==> config.mk <==
export PLATFORM = sky130hd
export DESIGN_NAME = ordered_list_insert_delete_search_unit
export DESIGN_NICKNAME = d
export VERILOG_FILES = /design/src/rtl/oli_pkg.sv /design/src/rtl/oli_ctrl.sv /design/src/rtl/oli_dp.sv /design/src/rtl/ordered_list_insert_delete_search_unit.sv
export VERILOG_INCLUDE_DIRS = /design/src /design/src/rtl
export SDC_FILE = /design/constraint.sdc
export NUM_CORES = 1
export LEC_CHECK = 0
export ABC_AREA = 1
export ABC_CLOCK_PERIOD_IN_PS = 3800
export BUFFER_PORTS_ARGS = -buffer_cell sky130_fd_sc_hd__buf_2
export CORE_MARGIN = 2
export CORE_UTILIZATION = 62
export CTS_CLUSTER_SIZE = 16
export DETAILED_ROUTE_END_ITERATION = 8
export GPL_TIMING_DRIVEN = 0
export PLACE_DENSITY = 0.79
export SLEW_MARGIN = 0
export SYNTH_ARGS = -nofsm -noshare
export SYNTH_HDL_FRONTEND = slang
export SYNTH_SLANG_ARGS = --single-unit
==> constraint.sdc <==
create_clock -name clk_i -period 3.8 [get_ports clk_i]
set_input_delay 0.38 -clock clk_i [delete_from_list [all_inputs] [get_ports clk_i]]
set_output_delay 0.38 -clock clk_i [all_outputs]
set_load 0.01 [all_outputs]
==> src/rtl/ordered_list_insert_delete_search_unit_macros.svh <==
// Assertion macros used by the ordered list datapath
`ifndef ORDERED_LIST_INSERT_DELETE_SEARCH_UNIT_MACROS_SVH
`define ORDERED_LIST_INSERT_DELETE_SEARCH_UNIT_MACROS_SVH

// Property checked on every clock edge outside reset
`define OLI_ASSERT(lbl, prop, msg) \
  lbl: assert property (@(posedge clk_i) disable iff (!rst_ni) prop) else $error(msg);

// Implication checked on every clock edge outside reset
`define OLI_ASSERT_IMP(lbl, ante, cons, msg) \
  lbl: assert property (@(posedge clk_i) disable iff (!rst_ni) (ante) |-> (cons)) else $error(msg);

`endif

==> src/rtl/oli_pkg.sv <==
// Types and constants shared by the ordered list unit
`default_nettype none

package oli_pkg;

  localparam int POS_W     = 5;
  localparam int VAL_W     = 32;
  localparam int DEPTH_DEF = 16;

  typedef enum logic [1:0] {
    CMD_INSERT = 2'd0,
    CMD_DELETE = 2'd1,
    CMD_GET    = 2'd2,
    CMD_LOCATE = 2'd3
  } cmd_e;

  typedef enum logic [1:0] {
    ST_IDLE,
    ST_WALK,
    ST_INS_WRITE,
    ST_DONE
  } state_e;

  // Input beat
  typedef struct packed {
    cmd_e                     cmd;
    logic [POS_W-1:0]         position;
    logic signed [VAL_W-1:0]  value;
  } in_t;

  // Result beat
  typedef struct packed {
    logic                     ok;
    logic signed [VAL_W-1:0]  read_value;
    logic [POS_W-1:0]         found_position;
    logic [POS_W-1:0]         count;
  } out_t;

  // Controller to datapath
  typedef struct packed {
    logic load;      // latch the accepted beat
    logic step;      // advance the memory walk by one entry
    logic wr_val;    // write the new value at its slot
    logic res_load;  // commit length and load the result register
  } ctrl_t;

  // Datapath to controller
  typedef struct packed {
    logic in_go;     // incoming command needs a memory walk
    logic is_insert; // latched command is an insert
    logic walk_end;  // walk finished this cycle
    logic out_busy;  // result register still holds an untaken beat
  } status_t;

endpackage

`default_nettype wire

==> src/rtl/oli_ctrl.sv <==
// Sequencing state machine for the ordered list unit
`default_nettype none

module oli_ctrl (
  input  wire              clk_i,
  input  wire              rst_ni,
  input  wire              in_valid_i,
  output logic             in_ready_o,
  input  oli_pkg::status_t status_i,
  output oli_pkg::ctrl_t   ctrl_o
);
  import oli_pkg::*;

  state_e state_q, state_d;

  // State register
  always_ff @(posedge clk_i or negedge rst_ni) begin
    if (!rst_ni) begin
      state_q <= ST_IDLE;
    end else begin
      state_q <= state_d;
    end
  end

  // Next state and commands
  always_comb begin
    state_d         = state_q;
    ctrl_o          = '0;
    in_ready_o      = 1'b0;
    case (state_q)
      ST_IDLE: begin
        in_ready_o = 1'b1;
        if (in_valid_i) begin
          ctrl_o.load = 1'b1;
          state_d     = status_i.in_go ? ST_WALK : ST_DONE;
        end
      end
      ST_WALK: begin
        ctrl_o.step = 1'b1;
        if (status_i.walk_end) begin
          state_d = status_i.is_insert ? ST_INS_WRITE : ST_DONE;
        end
      end
      ST_INS_WRITE: begin
        ctrl_o.wr_val = 1'b1;
        state_d       = ST_DONE;
      end
      ST_DONE: begin
        if (!status_i.out_busy) begin
          ctrl_o.res_load = 1'b1;
          state_d         = ST_IDLE;
        end
      end
      default: begin
        state_d = ST_IDLE;
      end
    endcase
  end

endmodule

`default_nettype wire

==> src/rtl/oli_dp.sv <==
// Entry memory, length, walk counters and result register of the ordered list
`default_nettype none
`include "ordered_list_insert_delete_search_unit_macros.svh"

module oli_dp #(
  parameter int DEPTH = oli_pkg::DEPTH_DEF
) (
  input  wire              clk_i,
  input  wire              rst_ni,
  input  oli_pkg::in_t     in_data_i,
  input  oli_pkg::ctrl_t   ctrl_i,
  output oli_pkg::status_t status_o,
  output logic             out_valid_o,
  input  wire              out_ready_i,
  output oli_pkg::out_t    out_data_o
);
  import oli_pkg::*;

  localparam int LW = $clog2(DEPTH + 1);
  localparam int AW = $clog2(DEPTH);
  localparam int CW = ((LW > POS_W) ? LW : POS_W) + 1;
  localparam logic [CW-1:0] DEPTH_C = CW'(DEPTH);
  localparam logic [CW-1:0] ONE_C   = CW'(1);

  // Entry memory
  logic [VAL_W-1:0] mem [DEPTH];
  logic             we, re;
  logic [AW-1:0]    waddr, raddr;
  logic [VAL_W-1:0] wdata;
  logic [VAL_W-1:0] rdata_q;

  // Control registers
  logic [LW-1:0]    len_q, len_d;
  logic             pend_q, pend_d;
  logic             cap_q, cap_d;
  logic             res_valid_q, res_valid_d;

  // Working registers
  cmd_e             cmd_q, cmd_d;
  logic [POS_W-1:0] pos_q, pos_d;
  logic [VAL_W-1:0] val_q, val_d;
  logic [LW-1:0]    k_q, k_d;
  logic [LW-1:0]    lim_q, lim_d;
  logic [AW-1:0]    pend_addr_q, pend_addr_d;
  logic             ok_q, ok_d;
  logic [VAL_W-1:0] rd_q, rd_d;
  logic [POS_W-1:0] found_q, found_d;
  out_t             res_q, res_d;

  // Widened operands for compares
  logic [CW-1:0]    in_pos_ext, pos_ext, len_ext, k_ext, pm1_ext, in_pm1_ext;
  logic [CW-1:0]    found_ext, len_d_ext;
  logic [LW-1:0]    k_m1;
  logic [LW-1:0]    k_ld;      // walk start for the beat being taken
  logic             issue, hit, in_go;

  assign in_pos_ext = CW'(in_data_i.position);
  assign in_pm1_ext = in_pos_ext - ONE_C;
  assign pos_ext    = CW'(pos_q);
  assign pm1_ext    = pos_ext - ONE_C;
  assign len_ext    = CW'(len_q);
  assign k_ext      = CW'(k_q);
  assign k_m1       = k_q - LW'(1);
  assign found_ext  = CW'(pend_addr_q) + ONE_C;

  // Bounds check of the incoming command
  always_comb begin
    case (in_data_i.cmd)
      CMD_INSERT: in_go = (in_pos_ext != '0) && (in_pos_ext <= len_ext + ONE_C)
                          && (len_ext < DEPTH_C);
      CMD_DELETE,
      CMD_GET:    in_go = (in_pos_ext != '0) && (in_pos_ext <= len_ext);
      default:    in_go = 1'b1;
    endcase
  end

  // Locate match on the entry read last cycle
  assign hit = (cmd_q == CMD_LOCATE) && pend_q && (rdata_q == val_q);

  // Walk step: one memory read issued per cycle
  always_comb begin
    issue       = 1'b0;
    raddr       = k_q[AW-1:0];
    pend_addr_d = pend_addr_q;
    k_d         = k_q;
    case (cmd_q)
      CMD_INSERT: begin
        // move entries up from the tail down to the insert slot
        issue = k_ext >= pos_ext;
        raddr = k_m1[AW-1:0];
        if (ctrl_i.step && issue) begin
          pend_addr_d = k_q[AW-1:0];
          k_d         = k_m1;
        end
      end
      CMD_DELETE,
      CMD_GET: begin
        // first read is the reported entry, later reads move down one place
        issue = k_q < lim_q;
        if (ctrl_i.step && issue) begin
          pend_addr_d = k_m1[AW-1:0];
          k_d         = k_q + LW'(1);
        end
      end
      default: begin
        issue = (k_q < len_q) && !hit;
        if (ctrl_i.step && issue) begin
          pend_addr_d = k_q[AW-1:0];
          k_d         = k_q + LW'(1);
        end
      end
    endcase
    // start point of the walk for a newly taken beat
    if (ctrl_i.load) begin
      k_d = k_ld;
    end
    re     = ctrl_i.step && issue;
    pend_d = re;
  end

  // Status to the controller
  always_comb begin
    status_o.in_go     = in_go;
    status_o.is_insert = (cmd_q == CMD_INSERT);
    status_o.out_busy  = res_valid_q && !out_ready_i;
    case (cmd_q)
      CMD_LOCATE: status_o.walk_end = hit || (!pend_q && !(k_q < len_q));
      default:    status_o.walk_end = !issue;
    endcase
  end

  // Memory write: pending move or the inserted value
  always_comb begin
    we    = 1'b0;
    waddr = pend_addr_q;
    wdata = rdata_q;
    if (ctrl_i.wr_val) begin
      we    = 1'b1;
      waddr = pm1_ext[AW-1:0];
      wdata = val_q;
    end else if (pend_q && ((cmd_q == CMD_INSERT) ||
                            ((cmd_q == CMD_DELETE) && !cap_q))) begin
      we = 1'b1;
    end
  end

  // Command latch, result capture and commit
  always_comb begin
    cmd_d       = cmd_q;
    pos_d       = pos_q;
    val_d       = val_q;
    lim_d       = lim_q;
    cap_d       = cap_q;
    ok_d        = ok_q;
    rd_d        = rd_q;
    found_d     = found_q;
    len_d       = len_q;
    res_d       = res_q;
    res_valid_d = res_valid_q;
    len_d_ext   = len_ext;
    k_ld        = '0;

    if (ctrl_i.load) begin
      cmd_d   = in_data_i.cmd;
      pos_d   = in_data_i.position;
      val_d   = in_data_i.value;
      rd_d    = '0;
      found_d = '0;
      cap_d   = 1'b1;
      ok_d    = in_go && (in_data_i.cmd != CMD_LOCATE);
      case (in_data_i.cmd)
        CMD_INSERT: begin
          k_ld  = len_q;
          lim_d = len_q;
        end
        CMD_DELETE: begin
          k_ld  = in_pm1_ext[LW-1:0];
          lim_d = len_q;
        end
        CMD_GET: begin
          k_ld  = in_pm1_ext[LW-1:0];
          lim_d = in_pos_ext[LW-1:0];
        end
        default: begin
          k_ld  = '0;
          lim_d = len_q;
        end
      endcase
    end

    // capture of the reported entry
    if (pend_q && cap_q && ((cmd_q == CMD_DELETE) || (cmd_q == CMD_GET))) begin
      rd_d  = rdata_q;
      cap_d = 1'b0;
    end

    if (hit) begin
      ok_d    = 1'b1;
      found_d = found_ext[POS_W-1:0];
    end

    if (res_valid_q && out_ready_i) begin
      res_valid_d = 1'b0;
    end

    if (ctrl_i.res_load) begin
      if (ok_q && (cmd_q == CMD_INSERT)) begin
        len_d = len_q + LW'(1);
      end else if (ok_q && (cmd_q == CMD_DELETE)) begin
        len_d = len_q - LW'(1);
      end
      len_d_ext            = CW'(len_d);
      res_d.ok             = ok_q;
      res_d.read_value     = rd_q;
      res_d.found_position = found_q;
      res_d.count          = len_d_ext[POS_W-1:0];
      res_valid_d          = 1'b1;
    end
  end

  // Control state
  always_ff @(posedge clk_i or negedge rst_ni) begin
    if (!rst_ni) begin
      len_q       <= '0;
      pend_q      <= 1'b0;
      cap_q       <= 1'b0;
      res_valid_q <= 1'b0;
    end else begin
      len_q       <= len_d;
      pend_q      <= pend_d;
      cap_q       <= cap_d;
      res_valid_q <= res_valid_d;
    end
  end

  // Payload registers
  always_ff @(posedge clk_i) begin
    cmd_q       <= cmd_d;
    pos_q       <= pos_d;
    val_q       <= val_d;
    k_q         <= k_d;
    lim_q       <= lim_d;
    pend_addr_q <= pend_addr_d;
    ok_q        <= ok_d;
    rd_q        <= rd_d;
    found_q     <= found_d;
    res_q       <= res_d;
  end

  // Single write, single registered read
  always_ff @(posedge clk_i) begin
    if (we) begin
      mem[waddr] <= wdata;
    end
    if (re) begin
      rdata_q <= mem[raddr];
    end
  end

  assign out_valid_o = res_valid_q;
  assign out_data_o  = res_q;

  // Checks
  `OLI_ASSERT(a_len_bound, len_ext <= DEPTH_C, "list length past depth")
  `OLI_ASSERT_IMP(a_wr_no_clash, ctrl_i.wr_val, !pend_q, "insert write collides with a move")
  `OLI_ASSERT_IMP(a_res_no_overwrite, ctrl_i.res_load, !res_valid_q || out_ready_i,
                  "result overwritten before taken")
  `OLI_ASSERT(a_len_commit, !ctrl_i.res_load |=> len_q == $past(len_q),
              "length changed outside commit")

endmodule

`default_nettype wire

==> src/rtl/ordered_list_insert_delete_search_unit.sv <==
// Top level of the ordered list unit: controller and datapath
// An ordered list of up to DEPTH signed 32-bit entries held in a memory with
// one write and one registered read per cycle, with insert,
// delete, get and locate commands on a valid/ready input channel and one
// result beat per command on a valid/ready output channel. The block takes
// one command at a time; shifting and searching walk the memory one entry a
// cycle, and a command that fails its bounds check skips the walk. A finished
// command waits to load its result while the previous result is untaken.
// A new command is accepted the cycle after the result is loaded, while that
// result still waits to be taken. The entry memory is not cleared at reset;
// only positions inside the current length are ever read.
`default_nettype none

module ordered_list_insert_delete_search_unit #(
  parameter int DEPTH = oli_pkg::DEPTH_DEF
) (
  input  wire           clk_i,
  input  wire           rst_ni,
  input  wire           in_valid_i,
  output logic          in_ready_o,
  input  oli_pkg::in_t  in_data_i,
  output logic          out_valid_o,
  input  wire           out_ready_i,
  output oli_pkg::out_t out_data_o
);
  import oli_pkg::*;

  ctrl_t   ctrl;
  status_t status;

  oli_ctrl u_ctrl (
    .clk_i      (clk_i),
    .rst_ni     (rst_ni),
    .in_valid_i (in_valid_i),
    .in_ready_o (in_ready_o),
    .status_i   (status),
    .ctrl_o     (ctrl)
  );

  oli_dp #(
    .DEPTH (DEPTH)
  ) u_dp (
    .clk_i       (clk_i),
    .rst_ni      (rst_ni),
    .in_data_i   (in_data_i),
    .ctrl_i      (ctrl),
    .status_o    (status),
    .out_valid_o (out_valid_o),
    .out_ready_i (out_ready_i),
    .out_data_o  (out_data_o)
  );

endmodule

`default_nettype wire

# Word level (Yosys, flattened, before mapping)

Memories as Yosys holds them, arrays and structs flattened. A register that Yosys moved wholly into a read port is not among the register bits.
Index checks and enable logic that the tools add are counted.

Flip-flop bits (word level): 144
Latch bits: 0
Bits in writable memories: 512
Memory bits (read-only): 0
Word-level logic and storage cells: 137
Memories: 1

Add/subtract/negate cells: 8
$mul: 0
Divide/modulo/power cells: 0
Magnitude comparators: 6
Eq/ne operators: 17
Shift-type cells: 0
Multiplexer cells: 44
Bitwise logic cells: 0
Reduce and logical (&&, ||, !) cells: 43

Memories:

| name     | words | bits a word | rd ports | clocked after Yosys merged registers in | wr ports | line         | source |
|---|---|---|---|---|---|---|---|
| u_dp.mem | 16    | 32          | 1        | 1                                       | 1        | oli_dp.sv:26 | `logic [VAL_W-1:0] mem [DEPTH];` |

Operators with widths:

| kind                  | count |
|---|---|
| $mux W32              | 3 |
| $mux W5               | 9 |
| $eq A32 B32 Y1        | 1 |
| $logic_and A1 B1 Y1   | 20 |
| $mux W4               | 5 |
| $pmux W5 S2           | 2 |
| $mux W1               | 17 |
| $sub A5 B1 Y5 const B | 3 |
| $add A5 B1 Y5 const B | 2 |
| $eq A2 B2 Y1 const B  | 5 |
| $lt A5 B5 Y1          | 2 |
| $reduce_and A3 Y1     | 3 |
| $mux W2               | 4 |
| $ne A2 B2 Y1 const B  | 4 |
| $pmux W2 S4           | 1 |
| $pmux W4 S2           | 1 |
| $add A5 B1 Y6 const B | 1 |
| $eq A2 B1 Y1 const B  | 3 |
| $le A5 B6 Y1          | 1 |
| $logic_not A1 Y1      | 6 |
| $logic_not A2 Y1      | 3 |
| $ne A3 B2 Y1 const B  | 2 |
| $reduce_bool A2 Y1    | 3 |
| $reduce_bool A6 Y1    | 1 |
| 11 further kinds      | 16 |

# Depth between registers and ports, before layout

Gate-level depths: netlist of the first run.

Depth in word-level cells: 10
Depth in mapped cells: 18

# Cells and area by module

A second synthesis of the first run with hierarchy kept.

Cell total of the unflattened synthesis: 2183
Area, all modules: 28543.6 µm²

Modules (own cells, without submodules):

| module   | times used | cells each | area each (µm²) | seq. area each (µm²) |
|---|---|---|---|---|
| oli_dp   | 1          | 2149       | 28323.4         | 20549.7 |
| oli_ctrl | 1          | 34         | 220.2           | 50.0 |

# Worst setup path before layout of the first run

No wires, ideal clock.

Path type: register to register
Start: reg u_dp.cmd_q[0]
End: mem u_dp.mem[2][0], enable pin
Library setup time: 0.421 ns
Arrival time: 2.709 ns
Path slack: 0.670 ns
Stages on the path, launching flop included: 8
Path buffers: 1
Period minus slack after synthesis: 3.130 ns
Path through: edfxtp_1 -> inv_1 -> ha_1 -> buf_6 -> a21oi_1 -> o21ai_0 -> nand3_1 -> nor2_1

Word-level cells in the longest chain between the ends: 8
Elaborated cells between the ends (all ways): 9
Those cells by class: eq/ne: 1; mux: 4; reduce/logical: 4

Ends and longest elaborated chain:

| element                           | line          | source |
|---|---|---|
| from (decl)                       | oli_dp.sv:39  | `cmd_e cmd_q, cmd_d;` |
| from (signal assigned)            | oli_dp.sv:238 | `cmd_q <= cmd_d;` |
| $eq A2 B1 Y1                      | oli_dp.sv:142 | `((cmd_q == CMD_DELETE) && !cap_q))) begin` |
| $logic_and A1 B1 Y1               | oli_dp.sv:142 |  |
| $logic_or A1 B1 Y1 (*)            | oli_dp.sv:141 | `end else if (pend_q && ((cmd_q == CMD_INSERT) \|\|` |
| $logic_and A1 B1 Y1 (*)           | oli_dp.sv:141 |  |
| $mux W1 (*)                       | oli_dp.sv:141 |  |
| $mux W1 (*)                       | oli_dp.sv:137 | `if (ctrl_i.wr_val) begin` |
| $mux W1 (*)                       | oli_dp.sv:252 | `if (we) begin` |
| $mux W1 (not written as such) (*) | oli_dp.sv:253 | `mem[waddr] <= wdata;` |
| to (decl)                         | oli_dp.sv:26  |  |

Every way passes the cells marked *; elsewhere a longest branch is shown, timed or not.

# Worst setup path in the final report of the first run

Start: reg u_dp.cmd_q[0]
End: reg u_dp.rdata_q[11] (read register of u_dp.mem) (data pin)

Word-level cells in the longest chain between the ends: 7
Elaborated cells between the ends (all ways): 12
Those cells by class: eq/ne: 3; mux: 2; reduce/logical: 7

Ends and longest elaborated chain:

| element                           | line          | source |
|---|---|---|
| $eq A2 B2 Y1                      | oli_dp.sv:78  | `assign hit = (cmd_q == CMD_LOCATE) && pend_q && (rdata_q == val_q);` |
| $logic_and A1 B1 Y1 (2 in series) | oli_dp.sv:78  |  |
| $logic_not A1 Y1                  | oli_dp.sv:106 | `issue = (k_q < len_q) && !hit;` |
| $logic_and A1 B1 Y1               | oli_dp.sv:106 |  |
| $pmux W1 S2                       | oli_dp.sv:86  | `case (cmd_q)` |
| $logic_and A1 B1 Y1               | oli_dp.sv:117 | `re = ctrl_i.step && issue;` |
| to (decl)                         | oli_dp.sv:30  | `logic [VAL_W-1:0] rdata_q;` |

Parallel ways exist; a longest one is shown, timed or not.
A chain may end at the register's enable or synchronous reset.

==> metrics.log, run 1 <==
INFO  metric nNetsFinal = 2,822
INFO  metric cp_bufs_invs = 5
INFO  metric cts_tree = built
INFO  metric postSynthCellCount = 2,497
INFO  metric fp.coreArea = 46,300 um2
INFO  metric fp-row-count = 79
INFO  metric die_x = 220 um
INFO  metric max_slew_margin = 0.132
INFO  metric synth_top_area_frac = 0.703
INFO  metric finalHoldWorstSlack = 0.0348 ns
INFO  metric dp_slack = 0.316 ns
INFO  metric startpoint_type = flip-flop
INFO  metric synthArstFlopShare = 0.0145
INFO  metric synth_top_family_by_area = simple AND/OR/NAND/NOR gates
INFO  metric reg2reg_slack = 0.11 ns
INFO  metric timing.critical_path.max_delay_family = buffers and inverters
INFO  metric start_util = 0.625
INFO  metric r2r_cells = 13
INFO  metric holdPathStages = 1
INFO  metric synth_common_cells = sky130_fd_sc_hd__nand2_1 (865), sky130_fd_sc_hd__edfxtp_1 (677), sky130_fd_sc_hd__nand3_1 (271)
INFO  metric utilization = 0.719
INFO  metric buffer_ports.inserted = 87
INFO  metric setup_repair_after_global_routing_missed_its_margin = false
INFO  metric power_frac_seq = 0.382
INFO  metric synth_cell_type_count = 44
INFO  metric fin_setup_tns = 0 ns
INFO  metric register_area = 20,600 um2
INFO  metric yosys.area_share.adder = 0.0191
INFO  metric netlist_top_cells_area = sky130_fd_sc_hd__edfxtp_1 (70%), sky130_fd_sc_hd__nand2_1 (11%), sky130_fd_sc_hd__nand3_1 (4.7%)
INFO  metric cap_violations = 0
INFO  metric clock_sinks = 688
INFO  metric synth_compound_gate_area_share = 0.0410
INFO  metric post-route-worst-setup-slack = 0.114 ns
INFO  metric worst_path_most_repeated_cell = sky130_fd_sc_hd__nand2_1
INFO  metric cell_internal_pwr = 17,800 uW
INFO  metric crit-reg2reg-capture = u_dp.rdata_q[11]
INFO  metric syn_to_final_growth = 15.1%
INFO  metric grt_first_pass_wirelength = 113,000 um
INFO  metric setup-violations-final = 0
INFO  metric timing.critical_path.required = 4.28 ns
INFO  metric critical_path_cell_by_cell = inv_1 -> ha_1 -> inv_1 -> ha_1 -> buf_2 -> buf_2 -> clkbuf_1 -> nand2_1 -> nand3_1 -> o21ai_0 -> o21ai_1 -> nand2_1 -> nand2_1
INFO  metric switching_share = 0.408
INFO  metric placed_cell_area = 30,900 um2
INFO  metric globalRouteTotalUtil = 0.320
INFO  metric yosys_register_bits = 688
INFO  metric cpPeakStageDelay = 0.62 ns
INFO  metric post_synth_xor_area_fraction = 0.00758
INFO  metric routed_wl = 75,700 um
INFO  metric clock_power_share = 0.209
INFO  metric final_design_area_no_fill = 33,300 um2
INFO  metric synth-edff-count = 677
INFO  metric static-leakage-power = 0.0127 uW
INFO  metric grt_pass1_vias = 19,687
INFO  metric design.die.area = 48,400 um2
INFO  metric hpwl_reported_at_the_end_of_detailed_placement = 53,500 um
INFO  metric synthesis.nets = 2,584
INFO  metric synthSimpleGateAreaFrac = 0.182
INFO  metric whs_endpoint = u_dp.cmd_q[0]
INFO  metric clk_root_buffer_cell = sky130_fd_sc_hd__clkbuf_16
INFO  metric outcome = completed
INFO  metric route.antenna.remaining_nets = 0
INFO  metric initialDrtViolationCount = 2,552
INFO  metric largest_net_degree_at_the_start_of_global_routing = 50
INFO  metric postSynth.topFlopCell = sky130_fd_sc_hd__edfxtp_1
INFO  metric cpMaxStageDelayCell = sky130_fd_sc_hd__clkbuf_1
INFO  metric clock_latency = 0.62 ns
INFO  metric mappedNetlistArea = 28,900 um2
INFO  metric clkTransAtPathRegs = 0.06 ns
INFO  metric vias = 19,962
INFO  metric globalplace.congestion = 0.920
INFO  metric timing.final.crit_period = 3.69 ns
INFO  metric r2r_start = u_dp.cmd_q[0]
INFO  metric ys_warn_count = 0
INFO  metric cts_buffers = 69
INFO  metric timing_hold_violations_final = 0
INFO  metric maxSlewViolCount = 0
INFO  metric crit_cells = 13
INFO  metric avgSynthCellArea = 11.6 um2
INFO  metric critical_path.endpoint_type = flip-flop
INFO  metric synthMuxAreaShare = 0
INFO  metric route.detailed.vias_per_inst = 5.90
INFO  metric ctsLongestPathBuffers = 3
INFO  metric worstHoldPathType = in -> reg
INFO  metric worst_hold_start = in_data_i[37]
INFO  metric multi_input_comb_area = 7330 um2
INFO  metric first_pass_iters = 7
INFO  metric worstPathArrival = 4.16 ns
INFO  metric final.period_utilization = 0.970
INFO  metric most_repeated_cell_in_the_gate_level_netlist_after_synthesis = sky130_fd_sc_hd__nand2_1
INFO  metric wire_per_inst = 22.4 um
INFO  metric p_per_area = 906 nW/um2
INFO  metric ir_worst_vdd = 0.000506 V
INFO  metric remaining_drc_errors = 0
INFO  metric grt-ovfl-total = 0
INFO  metric sequential_to_total_area_share_from_yosys_stat = 0.713
INFO  metric fmax = 271 MHz
INFO  metric fin_skew = 0.0324 ns
INFO  metric power.net_switching = 12,300 uW
INFO  metric pwr-share-comb = 0.409
INFO  metric leading_area_contributor_after_synthesis = sky130_fd_sc_hd__edfxtp_1
INFO  metric antenna_found_initial = 0
INFO  metric floorplan.die.height = 220 um
INFO  metric htree_num_levels = 3
INFO  metric filler_cell_count = 3,010
INFO  metric critical_path_class = reg -> reg
INFO  metric worst_slew_pin_slew = 1.30 ns
INFO  metric io-pin-count = 88
INFO  metric worst-path-max-fanout = 10
INFO  metric share_of_layout_cells_above_drive_strength_1 = 0.114
worst max-delay path by stage:
| stage | slack (ns) | from | to |
|---|---|---|---|
| after CTS | 0.24 | u_dp.cmd_q[0] | u_dp.rdata_q[11] |
| final | 0.11 | u_dp.cmd_q[0] | u_dp.rdata_q[11] |
| after global routing | 0.03 | u_dp.cmd_q[1] | u_dp.rdata_q[11] |
| after detailed placement | 0.32 | u_dp.cmd_q[0] | u_dp.rdata_q[11] |
| after global placement | -1.0 | u_ctrl.state_q[0] | u_dp.mem[7][12] |
| after floorplan | 0.67 | u_dp.cmd_q[0] | u_dp.mem[2][0] |
routing by layer:
layer / wire length (um) / up-vias / global-route usage
met5: 0 / - / 0
met1: 28100 / 9442 / 0.411
li1: - / 9098 / -
met2: 36700 / 1206 / 0.534
met4: 2840 / 0 / 0.128
met3: 8040 / 216 / 0.0679
power by group through the flow:
stage               clock (uW)  sequential [uW]  combinational (uW)
floorplan                    0            11600                6970
global placement             0            11700               10700
detailed placement           0            11600               11800
CTS                       6310            11500               12000
global route              6600            11600               13300
finish                    6290            11500               12300
placed cells by master, fill, tap and decap left out, types with 34 or more instances in the layout:
cell,instances
sky130_fd_sc_hd__buf_2,127
sky130_fd_sc_hd__dlygate4sd3_1,34
sky130_fd_sc_hd__nor2_1,74
sky130_fd_sc_hd__clkbuf_1,74
sky130_fd_sc_hd__nand2_1,865
sky130_fd_sc_hd__inv_1,124
sky130_fd_sc_hd__clkbuf_16,71
sky130_fd_sc_hd__o21ai_1,108
sky130_fd_sc_hd__edfxtp_1,677
sky130_fd_sc_hd__o21ai_0,83
sky130_fd_sc_hd__ha_1,44
sky130_fd_sc_hd__nand3_1,271
final cells by class:
cell class	instances	share of cell area
sequential	688	0.619
multi-input combinational	1562	0.220
clock buffer	87	0.0552
timing repair buffer	167	0.0435
tap	607	0.0228
buffer	117	0.0181
inverter	130	0.0147
clock inverter	25	0.00591
antenna	1	0.0000752
kinds of logic after synthesis:
| kind of cell | count (synthesis) |
|---|---|
| buf+inv | 247 |
| compound gates | 224 |
| simple gates | 1269 |
| flops | 688 |
| fa+ha+maj | 44 |
| xor+xnor | 25 |
per-stage QoR:
stage	cells	total power (uW)
4_1_cts	3383	29800
3_5_place_dp	3237	23500
2_1_floorplan	2497	18600
3_3_place_gp	3191	22500
6_report	3384	30100
5_1_grt	3383	31500
flip-flops by register name, indices dropped and copies added (netlist names), 2 cells and up:
| name | cells |
|---|---|
| u_ctrl.state_q | 2 |
| u_dp.cmd_q | 2 |
| u_dp.found_q | 5 |
| u_dp.k_q | 5 |
| u_dp.len_q | 5 |
| u_dp.lim_q | 5 |
| u_dp.mem | 512 |
| u_dp.out_data_o | 43 |
| u_dp.pend_addr_q | 4 |
| u_dp.pos_q | 5 |
| u_dp.rd_q | 32 |
| u_dp.rdata_q | 32 |
| u_dp.val_q | 32 |
what timing repair did:
item	4_1_cts	5_1_grt
setup endpoints to repair	0	1
buffers inserted	0	0
endpoints found under the hold margin	43	0
hold buffers	34	0
resized for setup	0	1
Power figures use the tool's default switching activity.
==> run 2: changes to the inputs <==
- CORE_MARGIN: 2 -> unset
- PLACE_DENSITY: 0.79 -> 0.83
- REMOVE_ABC_BUFFERS: unset -> 1
==> run 2 against run 1 <==
Via count increased by 3.8%. Flip-flop and latch count is the same. Register-to-register slack worse by 0.07 ns. Utilization rose by 0.85 points. Worst setup slack lost 0.068 ns. Clock skew down 0.0083 ns. Non-clock buffer count shrank 109. Critical path type unchanged. Largest cell class unchanged. Highest routed layer is now met5.
==> metrics.log, run 2 (synthesis gave the netlist of run 1 again) <==
INFO  metric antenna_cells = 0
INFO  metric first_pass_iters = 8
INFO  metric setup-violations-final = 0
INFO  metric worst_slew_pin_slew = 1.39 ns
INFO  metric filler_cell_count = 2,752
INFO  metric timing.critical_path.required = 4.24 ns
INFO  metric die_x = 218 um
INFO  metric clock_sinks = 688
INFO  metric cap_violations = 0
INFO  metric fp.coreArea = 45,700 um2
INFO  metric worst_path_most_repeated_cell = sky130_fd_sc_hd__nand2_1
INFO  metric critical_path_cell_by_cell = inv_1 -> ha_2 -> inv_1 -> ha_4 -> buf_16 -> inv_16 -> buf_16 -> nand2_1 -> nand3_1 -> o21ai_1 -> o21ai_1 -> nand2_1 -> nand2_1
INFO  metric p_per_area = 897 nW/um2
INFO  metric htree_num_levels = 3
INFO  metric cpPeakStageDelay = 0.43 ns
INFO  metric startpoint_type = flip-flop
INFO  metric cts_buffers = 68
INFO  metric initialDrtViolationCount = 3,576
INFO  metric final_design_area_no_fill = 33,200 um2
INFO  metric cts_tree = built
INFO  metric globalRouteTotalUtil = 0.330
INFO  metric crit-reg2reg-capture = u_dp.rdata_q[22]
INFO  metric outcome = completed
INFO  metric hpwl_reported_at_the_end_of_detailed_placement = 44,400 um
INFO  metric remaining_drc_errors = 0
INFO  metric clk_root_buffer_cell = sky130_fd_sc_hd__clkbuf_16
INFO  metric buffer_ports.inserted = 87
INFO  metric r2r_cells = 13
INFO  metric route.detailed.vias_per_inst = 6.33
INFO  metric layout_commonest_cell = sky130_fd_sc_hd__nand2_1
INFO  metric share_of_layout_cells_above_drive_strength_1 = 0.109
INFO  metric io-pin-count = 88
INFO  metric grt_first_pass_wirelength = 115,000 um
INFO  metric nNetsFinal = 2,713
INFO  metric maxSlewViolCount = 0
INFO  metric fp-row-count = 78
INFO  metric placed_cells = 3,105
INFO  metric critical_path_class = reg -> reg
INFO  metric worst_hold_start = in_data_i[14]
INFO  metric syn_to_final_growth = 15.0%
INFO  metric timing_hold_violations_final = 0
INFO  metric max_slew_margin = 0.0645
INFO  metric wire_per_inst = 24.3 um
INFO  metric most_flop_heavy_register = u_dp.mem
INFO  metric placed_cell_area = 30,500 um2
INFO  metric static-leakage-power = 0.0126 uW
INFO  metric clkTransAtPathRegs = 0.06 ns
INFO  metric floorplan.die.height = 218 um
INFO  metric grt_pass1_vias = 20,101
INFO  metric r2r_start = u_dp.cmd_q[1]
INFO  metric whs_endpoint = u_dp.val_q[14]
INFO  metric worst-path-max-fanout = 149
INFO  metric final.period_utilization = 0.988
INFO  metric final_cell_mix = sky130_fd_sc_hd__nand2_1 (864), sky130_fd_sc_hd__edfxtp_1 (677), sky130_fd_sc_hd__nand3_1 (270)
INFO  metric design.die.area = 47,500 um2
INFO  metric ir_worst_vdd = 0.000651 V
INFO  metric largest_register_ffs = 512
INFO  metric globalplace.congestion = 0.915
INFO  metric worstPathArrival = 4.20 ns
INFO  metric timing.final.crit_period = 3.75 ns
INFO  metric critical_path.endpoint_type = flip-flop
INFO  metric timing.critical_path.max_delay_family = buffers and inverters
INFO  metric clock_latency = 0.60 ns
INFO  metric fmax = 266 MHz
INFO  metric ctsLongestPathBuffers = 3
INFO  metric holdPathStages = 1
INFO  metric reg2reg_slack = 0.05 ns
INFO  metric setup_repair_after_global_routing_missed_its_margin = true
INFO  metric largest_net_degree_at_the_start_of_global_routing = 150
INFO  metric route.antenna.remaining_nets = 0
INFO  metric utilization = 0.728
INFO  metric vias = 20,726
INFO  metric grt-ovfl-total = 0
INFO  metric fin_skew = 0.0241 ns
INFO  metric routed_wl = 79,700 um
INFO  metric start_util = 0.633
INFO  metric cp_bufs_invs = 5
INFO  metric cpMaxStageDelayCell = sky130_fd_sc_hd__ha_2
INFO  metric worstHoldPathType = in -> reg
INFO  metric final_cells = 3,276
INFO  metric antenna_found_initial = 2
INFO  metric fin_setup_tns = 0 ns
run 2: where the power goes:
part           internal (uW)  leakage (uW)  switching (uW)
Combinational           3140       0.00522            8270
Clock                   3960       0.00108            2840
Sequential             11000       0.00631             552
Total                  18100        0.0126           11700
run 2: how the worst max path moves through the flow:
stage / startpoint / to / slack (ns) / depth (start not counted)
final: u_dp.cmd_q[1] / u_dp.rdata_q[22] / 0.05 / 13
after global routing: u_dp.cmd_q[1] / u_dp.rdata_q[7] / -0.09 / 13
after CTS: u_dp.cmd_q[1] / u_dp.rdata_q[26] / 0.02 / 13
after detailed placement: u_dp.cmd_q[1] / u_dp.rdata_q[7] / -0.47 / 13
after global placement: u_dp.cmd_q[0] / u_dp.rdata_q[22] / -17.71 / 11
after floorplan: u_dp.cmd_q[0] / u_dp.rdata_q[13] / -8.30 / 11
run 2: cell type report:
| type | count | area, um2 | area share |
|---|---|---|---|
| clock buffer | 82 | 1820 | 0.0547 |
| clock inverter | 38 | 399 | 0.0120 |
| inverter | 130 | 507 | 0.0152 |
| multi-input combinational | 1563 | 7380 | 0.222 |
| sequential | 688 | 20600 | 0.620 |
| tap | 600 | 751 | 0.0226 |
| timing repair buffer | 175 | 1780 | 0.0536 |
run 2: timing repair:
action / 4_1_cts / 5_1_grt
endpoints found under the hold margin: 37 / 0
endpoints found under the setup margin: 32 / 162
gates resized for setup: 2 / 1
pin swaps: 1 / 10
hold buffers: 28 / 0
cloned: 0 / 1
buffers inserted: 1 / 17
run 2: worst register-to-register path, stage by stage (launching register included):
cell,delay [ns]
sky130_fd_sc_hd__edfxtp_1,0.41
sky130_fd_sc_hd__inv_1,0.10
sky130_fd_sc_hd__ha_2,0.43
sky130_fd_sc_hd__inv_1,0.40
sky130_fd_sc_hd__ha_4,0.38
sky130_fd_sc_hd__buf_16,0.22
sky130_fd_sc_hd__inv_16,0.45
sky130_fd_sc_hd__buf_16,0.47
sky130_fd_sc_hd__nand2_1,0.21
sky130_fd_sc_hd__nand3_1,0.14
sky130_fd_sc_hd__o21ai_1,0.09
sky130_fd_sc_hd__o21ai_1,0.15
sky130_fd_sc_hd__nand2_1,0.08
sky130_fd_sc_hd__nand2_1,0.07
run 2: metrics by stage:
step                      hold WS [ns]  power [uW]  setup WS [ns]
final                           0.0239       29800         0.0469
after global routing            0.0131       31000        -0.0877
after CTS                      0.00976       29200         0.0187
after detailed placement         0.263       22200         -0.475
after global placement           0.261       20000         -17.71
after floorplan                 0.0844       18000          -8.30
run 2: per-layer routing:
| layer | vias up | track usage | part of all wire | wire length [um] |
|---|---|---|---|---|
| li1 | 8882 | - | - | - |
| met1 | 9720 | 0.426 | 0.34 | 26800 |
| met2 | 1732 | 0.520 | 0.46 | 36800 |
| met3 | 388 | 0.0755 | 0.14 | 11400 |
| met4 | 4 | 0.181 | 0.058 | 4600 |
| met5 | - | 0 | 0.00026 | 21 |
